## src/rtl/red_pkg.sv

```systemverilog
package red_pkg;

	// Width of the running step counter; it saturates at its signed range.
	localparam int COUNT_WIDTH = 16;

	// Fixed field widths.
	localparam int OP_W       = 2;
	localparam int EV_W       = 2;
	localparam int TIME_W     = 32;
	localparam int DEBOUNCE_W = 16;
	localparam int LIMIT_W    = 15;
	localparam int VALUE_W    = 16;
	localparam int CFG_IDX_W  = 1;
	localparam int CFG_DATA_W = 16;

	// Register reset values.
	localparam logic [DEBOUNCE_W-1:0] DEBOUNCE_RST = DEBOUNCE_W'(10);
	localparam logic [LIMIT_W-1:0]    LIMIT_RST    = LIMIT_W'(100);

	// Request operations.
	typedef enum logic [OP_W-1:0] {
		OP_SAMPLE     = 2'd0,
		OP_TAKE_EVENT = 2'd1,
		OP_TAKE_COUNT = 2'd2
	} op_t;

	// Event codes.
	typedef enum logic [EV_W-1:0] {
		EV_NONE = 2'd0,
		EV_UP   = 2'd1,
		EV_DOWN = 2'd2
	} ev_t;

	// Configuration register indexes.
	typedef enum logic [CFG_IDX_W-1:0] {
		REG_DEBOUNCE = 1'd0,
		REG_LIMIT    = 1'd1
	} reg_idx_t;

	typedef struct packed {
		logic [OP_W-1:0]   operation;
		logic              pin_a;
		logic              pin_b;
		logic [TIME_W-1:0] now_ms;
	} req_t;

	typedef struct packed {
		logic [EV_W-1:0]           event_code;
		logic signed [VALUE_W-1:0] count_value;
	} rsp_t;

	typedef struct packed {
		logic [DEBOUNCE_W-1:0] debounce_ms;
		logic [LIMIT_W-1:0]    count_limit;
	} cfg_t;

	// Status visible from the decoder core.
	typedef struct packed {
		logic [EV_W-1:0] held_event;
		logic            prev_a;
	} core_status_t;

endpackage

```

## src/rtl/red_core.sv

```systemverilog
module red_core (
	input  logic                  clk,
	input  logic                  arst_n,
	input  logic                  fire,
	input  red_pkg::req_t         req,
	input  red_pkg::cfg_t         cfg,
	output red_pkg::rsp_t         rsp,
	output red_pkg::core_status_t status
);
	import red_pkg::*;

	localparam int CMP_W = ((COUNT_WIDTH > VALUE_W) ? COUNT_WIDTH : VALUE_W) + 1;
	localparam logic signed [COUNT_WIDTH-1:0] CNT_MAX = {1'b0, {(COUNT_WIDTH-1){1'b1}}};
	localparam logic signed [COUNT_WIDTH-1:0] CNT_MIN = {1'b1, {(COUNT_WIDTH-1){1'b0}}};

	logic                          prev_a_q;
	logic [TIME_W-1:0]             last_edge_q;
	logic signed [COUNT_WIDTH-1:0] count_q;
	logic [EV_W-1:0]               held_q;

	logic [TIME_W-1:0]             elapsed;
	logic                          edge_ok;
	logic signed [CMP_W-1:0]       cnt_ext;
	logic signed [CMP_W-1:0]       lim_pos;
	logic signed [CMP_W-1:0]       lim_neg;
	logic signed [CMP_W-1:0]       clamped;
	logic                          prev_a_d;
	logic [TIME_W-1:0]             last_edge_d;
	logic signed [COUNT_WIDTH-1:0] count_d;
	logic [EV_W-1:0]               held_d;

	// A falling edge on A outside the lockout window counts as a step.
	assign elapsed = req.now_ms - last_edge_q;
	assign edge_ok = (elapsed >= TIME_W'(cfg.debounce_ms)) && !req.pin_a && prev_a_q;

	// Clamp the count to the configured magnitude.
	assign cnt_ext = CMP_W'(count_q);
	assign lim_pos = CMP_W'(signed'({1'b0, cfg.count_limit}));
	assign lim_neg = -lim_pos;

	always_comb begin
		if (cnt_ext < lim_neg) begin
			clamped = lim_neg;
		end else if (cnt_ext > lim_pos) begin
			clamped = lim_pos;
		end else begin
			clamped = cnt_ext;
		end
	end

	// Result and next state for the request in hand.
	always_comb begin
		rsp.event_code  = EV_NONE;
		rsp.count_value = '0;
		prev_a_d        = prev_a_q;
		last_edge_d     = last_edge_q;
		count_d         = count_q;
		held_d          = held_q;
		case (req.operation)
			OP_SAMPLE: begin
				prev_a_d = req.pin_a;
				if (edge_ok) begin
					last_edge_d = req.now_ms;
					if (req.pin_b) begin
						rsp.event_code = EV_UP;
						if (count_q != CNT_MAX) begin
							count_d = count_q + COUNT_WIDTH'(1);
						end
					end else begin
						rsp.event_code = EV_DOWN;
						if (count_q != CNT_MIN) begin
							count_d = count_q - COUNT_WIDTH'(1);
						end
					end
					held_d = rsp.event_code;
				end
			end
			OP_TAKE_EVENT: begin
				rsp.event_code = held_q;
				held_d         = EV_NONE;
			end
			OP_TAKE_COUNT: begin
				rsp.count_value = VALUE_W'(clamped);
				count_d         = '0;
			end
			default: begin
			end
		endcase
	end

	// Decoder state, updated once per request taken from the input stage.
	always_ff @(posedge clk or negedge arst_n) begin
		if (!arst_n) begin
			prev_a_q    <= 1'b1;
			last_edge_q <= '0;
			count_q     <= '0;
			held_q      <= EV_NONE;
		end else if (fire) begin
			prev_a_q    <= prev_a_d;
			last_edge_q <= last_edge_d;
			count_q     <= count_d;
			held_q      <= held_d;
		end
	end

	assign status.held_event = held_q;
	assign status.prev_a     = prev_a_q;

endmodule

```

## src/rtl/rotary_encoder_debounced_counter.sv

```systemverilog
// Rotary encoder step decoder with debounce lockout and saturating counter.
// A result passes through the input register, then the result register; one request
// per cycle is sustained while the output is not stalled.
// The state update and result come from one pass of logic in the core.
// Reset (arst_n low) sets A history high, count, event and edge time to zero,
// debounce to 10 and count limit to 100; both pipeline stages empty.
module rotary_encoder_debounced_counter (
	input  logic                                 clk,
	input  logic                                 arst_n,
	input  logic                                 in_valid,
	output logic                                 in_stall,
	input  red_pkg::req_t                        in_req,
	output logic                                 out_valid,
	input  logic                                 out_stall,
	output red_pkg::rsp_t                        out_rsp,
	input  logic                                 cfg_we,
	input  logic [red_pkg::CFG_IDX_W-1:0]        cfg_idx,
	input  logic [red_pkg::CFG_DATA_W-1:0]       cfg_wdata
);
	import red_pkg::*;

	logic         valid_s1;
	req_t         req_s1;
	logic         out_valid_q;
	rsp_t         rsp_q;
	cfg_t         cfg_q;
	rsp_t         core_rsp;
	core_status_t core_status;
	logic         out_free;
	logic         fire;
	logic         in_take;

	// The result register frees up when empty or when its result is taken.
	assign out_free = !out_valid_q || !out_stall;
	assign fire     = valid_s1 && out_free;
	assign in_stall = valid_s1 && !out_free;
	assign in_take  = in_valid && !in_stall;

	// Configuration registers.
	always_ff @(posedge clk or negedge arst_n) begin
		if (!arst_n) begin
			cfg_q.debounce_ms <= DEBOUNCE_RST;
			cfg_q.count_limit <= LIMIT_RST;
		end else if (cfg_we) begin
			unique case (cfg_idx)
				REG_DEBOUNCE: cfg_q.debounce_ms <= cfg_wdata;
				REG_LIMIT:    cfg_q.count_limit <= cfg_wdata[LIMIT_W-1:0];
				default: begin
				end
			endcase
		end
	end

	// Input stage.
	always_ff @(posedge clk or negedge arst_n) begin
		if (!arst_n) begin
			valid_s1 <= 1'b0;
		end else if (out_free || !valid_s1) begin
			valid_s1 <= in_valid;
		end
	end

	always_ff @(posedge clk) begin
		if (in_take) begin
			req_s1 <= in_req;
		end
	end

	red_core u_core (
		.clk    (clk),
		.arst_n (arst_n),
		.fire   (fire),
		.req    (req_s1),
		.cfg    (cfg_q),
		.rsp    (core_rsp),
		.status (core_status)
	);

	// Result register.
	always_ff @(posedge clk or negedge arst_n) begin
		if (!arst_n) begin
			out_valid_q <= 1'b0;
		end else if (out_free) begin
			out_valid_q <= valid_s1;
		end
	end

	always_ff @(posedge clk) begin
		if (fire) begin
			rsp_q <= core_rsp;
		end
	end

	assign out_valid = out_valid_q;
	assign out_rsp   = rsp_q;

	// A request held in the input stage is not lost while the output is blocked.
	assert property (@(posedge clk) disable iff (!arst_n)
		valid_s1 && !out_free |=> valid_s1 && $stable(req_s1))
		else $error("input stage request dropped while stalled");

	// A counted step is latched as the pending event.
	assert property (@(posedge clk) disable iff (!arst_n)
		fire && req_s1.operation == OP_SAMPLE && core_rsp.event_code != EV_NONE
		|=> core_status.held_event == $past(core_rsp.event_code))
		else $error("detected step not latched as pending event");

	// Taking the pending event clears it.
	assert property (@(posedge clk) disable iff (!arst_n)
		fire && req_s1.operation == OP_TAKE_EVENT |=> core_status.held_event == EV_NONE)
		else $error("pending event not cleared after take");

	// A result never carries both an event and a count.
	assert property (@(posedge clk) disable iff (!arst_n)
		out_valid_q |-> rsp_q.event_code == EV_NONE || rsp_q.count_value == '0)
		else $error("result carries both an event and a count");

endmodule

```

## config.mk

```make
export PLATFORM = sky130hd
export DESIGN_NAME = rotary_encoder_debounced_counter
export DESIGN_NICKNAME = d
export VERILOG_FILES = /design/src/rtl/red_pkg.sv /design/src/rtl/red_core.sv /design/src/rtl/rotary_encoder_debounced_counter.sv
export SDC_FILE = /design/constraint.sdc
export NUM_CORES = 1
export LEC_CHECK = 0
export ABC_AREA = 1
export ABC_CLOCK_PERIOD_IN_PS = 9900
export BUFFER_PORTS_ARGS = -buffer_cell sky130_fd_sc_hd__buf_4
export CAP_MARGIN = 15
export CORE_MARGIN = 2
export CORE_UTILIZATION = 51
export CTS_CLUSTER_SIZE = 40
export DETAILED_ROUTE_END_ITERATION = 6
export PLACE_DENSITY = 0.8
export SYNTH_ARGS = -nofsm -noshare
export SYNTH_HDL_FRONTEND = slang
export SYNTH_HIERARCHICAL = 1
export SYNTH_SLANG_ARGS = --single-unit
```

## constraint.sdc

```tcl
create_clock -name clk -period 9.9 [get_ports clk]
set_input_delay 1.98 -clock clk [delete_from_list [all_inputs] [get_ports clk]]
set_output_delay 1.98 -clock clk [all_outputs]
set_load 0.01 [all_outputs]
```

Yosys cells after proc, flatten, opt, wreduce, memory -nomap -nowiden --
Index checks and enable logic that the tools add are counted.
Storage, ports and cells: register bits 138, bits of input ports 58, output and inout port bits 20, word-level logic and storage cells 63
Cells by class: add/subtract/negate cells 4, order comparisons 3, equal/unequal tests 7, mux-type cells 12, bitwise gates (word level) 1, reductions and logical operators 22
Operator list (count):
- $mux 16 | 6
- $ge 32x16->1 | 1
- $ne 16x16->1 const B | 2
- $pmux 16 s2 | 1
- $sub 32x32->32 | 1
- $lt 16x17->1 | 1
- $neg 15->17 | 1
- $add 16x2->16 const B | 1
- $gt 16x16->1 | 1
- $sub 16x2->16 const B | 1
- $pmux 2 s2 | 2
- $logic_not 1->1 | 6
- $mux 2 | 3
- $ne 3x2->1 const B | 2
- $reduce_and 2->1 | 3
- $reduce_and 3->1 | 2
- $logic_and 1x1->1 | 5
- $reduce_and 5->1 | 1
- $reduce_bool 2->1 | 2
- $eq 2x1->1 const B | 1
- $eq 2x2->1 const B | 1
- $logic_not 2->1 | 1
- $logic_or 1x1->1 | 2
- $ne 2x1->1 const B | 1
- $not 1->1 | 1

Longest topological paths before layout --
depth after elaboration 6, mapped depth 27, gate-level depth less buffers 26

Modules after synthesis --
The synthesis kept the hierarchy.
By module, submodules not included:
- red_core | times used 1, cells an instance 1230, area each 7417.1 um2, seq. area each 1277.5 um2
- rotary_encoder_debounced_counter | times used 1, cells an instance 202, area each 2979.1 um2, seq. area each 2453.6 um2

Least setup slack after synthesis --
No wires, ideal clock.
path type input -> output, start point input port out_stall, end point output port in_stall, arrival time 2165 ps, path slack 5755 ps, stages 2, cell sequence nand3_1 > inv_1
On the way: word-level cells in the longest chain between the ends 4
Ends and longest elaborated chain:
- from (decl) | RTL line rotary_encoder_debounced_counter.sv:14 | input logic out_stall,
- $logic_not 1->1 | RTL line rotary_encoder_debounced_counter.sv:34 | assign out_free = !out_valid_q || !out_stall;
- $logic_or 1x1->1 | RTL line rotary_encoder_debounced_counter.sv:34
- $logic_not 1->1 | RTL line rotary_encoder_debounced_counter.sv:36 | assign in_stall = valid_s1 && !out_free;
- $logic_and 1x1->1 | RTL line rotary_encoder_debounced_counter.sv:36
- to (decl) | RTL line rotary_encoder_debounced_counter.sv:11 | output logic in_stall,
No other way between the ends.

Final worst setup path --
Ends and elaborated chain as after synthesis.

==> reports/results.ini <==
[global_routing]
use_met3_pct = 4.35
grt_max_degree = 66
grt_pass1_wl_mm = 40.8
grt-ovfl-total = 0
grt_use_met2_pct = 36.2
grt_most_used_layer = met2
antenna_found_initial = 0
grt.total_usage_pct = 23.3
grtUsageMet1_pct = 32.8
grt_pass1_vias = 8637

[placement]
port_buffers = 77
place_congestion = 0.927
dpl_cell_area_um2 = 11200
place_hpwl_mm = 18.3

[sta]
fin_skew_ns = 0.0105
hold_violations = 0
fin_tns_setup_ns = 0
final_max_slew_viol_count = 0
tightest_slew_ns = 1.08
layout_min_cycle_time_ns = 4.37
fin_crit_sh_pct = 44.2
fmax_ghz = 0.229
holdWs_ns = 0.464
finalSetupViolations = 0
rsz0062_at_grt = no
slew_headroom_pct = 27.9

[pwr]
combPwrFrac_pct = 50.5
intPower_mw = 1.67
netSwitchingFraction_pct = 44.0
p_seq_share_pct = 28.1
power_frac_clock_pct = 21.4
p_leak_nw = 6.24
p_sw_mw = 1.31
ir_drop_v = 0.000122
power_density_nw_per_um2 = 253

[synth]
synth_area_um2 = 10400
yosys_warnings = 6
avgSynthCellArea_um2 = 7.26
syn-num-nets = 1584
netlist_instances = 1431

[floorplan]
fp.dieArea_um2 = 21500
die_y_um = 147
ios = 78
fp.coreArea_um2 = 20100
die_w_um = 147
std_cell_rows = 52
start_util_pct = 51.7

[worst_setup_path]
crit_type = in -> out
startpoint_type = primary input
path_max_fanout = 3
cp.arrival_ns = 2.39
worstPathRequired_ns = 7.92
endpoint_kind = output pin

[final_layout]
nNetsFinal = 1659
area_growth_pct = 13.4
fill_cells = 1824
antennaDiodeCount = 0
drive_gt1_share_pct = 12.0
fin_area_um2 = 11800
seqCellArea_um2 = 3730
multi_input_area_um2 = 5610

[drt]
antenna_left = 0
vias = 9241
first_pass_iters = 6
drcViolationCount = 0
wl_per_cell_um = 13.7
avgViaCountPerCell = 5.17
drt_iter0_markers = 594
routed_wl_mm = 24.5

[clock_tree]
cts_resized = 0
worstSkewPairLatency_ns = 0.42
clockBufferDepth = 2
cts_root_buf = clkbuf_16
hold_buffers = 0
h-tree-depth = 4
cts_made_buffers = 17
cts_tree = yes
clock-sinks = 138
path_clk_slew_ns = 0.06
postCtsSetupBuffers = 0

[flow_run]
maxCapViolations = 0

[outcome]
outcome = complete, no violations

[worst_hold_path]
hold_class = reg -> reg

==> metal layers <==
layer	vias up	part of all wire, %	wire length, um
li1	4713	-	-
met1	4202	47	11600
met2	289	44	10800
met3	37	6.2	1530
met4	0	2.2	528
met5	-	0	0
==> placed cells by master (no fill, tap or decap), types with 20 or more instances in the layout <==
master,count
nand2_1,482
xor2_1,23
inv_1,231
a21oi_1,64
o21ai_2,20
buf_4,83
nor2_1,99
ha_1,93
nand3_1,90
dfrtp_1,78
o21ai_0,29
edfxtp_1,54
==> worst max-delay path: stages <==
cell and delay (ns):
buf_4 0.12, nand3_1 0.10, inv_1 0.05, buf_4 0.13
==> through the flow <==
step | utilization (%) | power, mW | worst slack, ns | instances
CTS | 58.6 | 2.98 | 5.53 | 1789
finish | 58.6 | 2.98 | 5.53 | 1789
global placement | 55.7 | 2.28 | 5.54 | 1757
floorplan | - | 1.97 | 5.75 | 1431
detailed placement | 55.7 | 2.33 | 5.53 | 1757
global route | 58.6 | 3.27 | 5.50 | 1789
==> registers in the layout (all words and copies together) (netlist names), 2 cells and up <==
name and count:
out_rsp 18, req_s1 36, u_core/held_q 2, cfg_q 31, u_core/count_q 16, u_core/last_edge_q 32
==> path summary, 6_finish.rpt <==
path | startpoint | to | slack [ns] | cells past startpoint
max | out_stall | in_stall | 5.53 | 4
min | cfg_q[16]$_DFFE_PN1P_ | cfg_q[16]$_DFFE_PN1P_ | 0.46 | 2
max reg2reg | req_s1[0]$_DFFE_PP_ | u_core/last_edge_q[14]$_DFFE_PN0P_ | 5.94 | 20
min reg2reg | cfg_q[16]$_DFFE_PN1P_ | cfg_q[16]$_DFFE_PN1P_ | 0.46 | 2
max in group asynchronous | arst_n | u_core/last_edge_q[2]$_DFFE_PN0P_ | 7.32 | 2
min in group asynchronous | arst_n | u_core/count_q[10]$_DFFE_PN0P_ | 1.44 | 1
==> final cells by class <==
cell class / instances / area share [%]
clock buffer: 19 / 3.76
clock inverter: 13 / 1.21
inverter: 236 / 7.56
multi-input combinational: 1030 / 47.6
sequential: 138 / 31.7
tap: 270 / 2.87
timing repair buffer: 83 / 5.29
==> power by group through the flow <==
stage	Clock [mW]	Sequential [mW]	Combinational, mW
finish	0.639	0.837	1.51
global route	0.674	0.852	1.74
CTS	0.647	0.835	1.50
detailed placement	0	0.843	1.49
global placement	0	0.840	1.44
floorplan	0	0.808	1.16
Power figures use the tool's default switching activity.
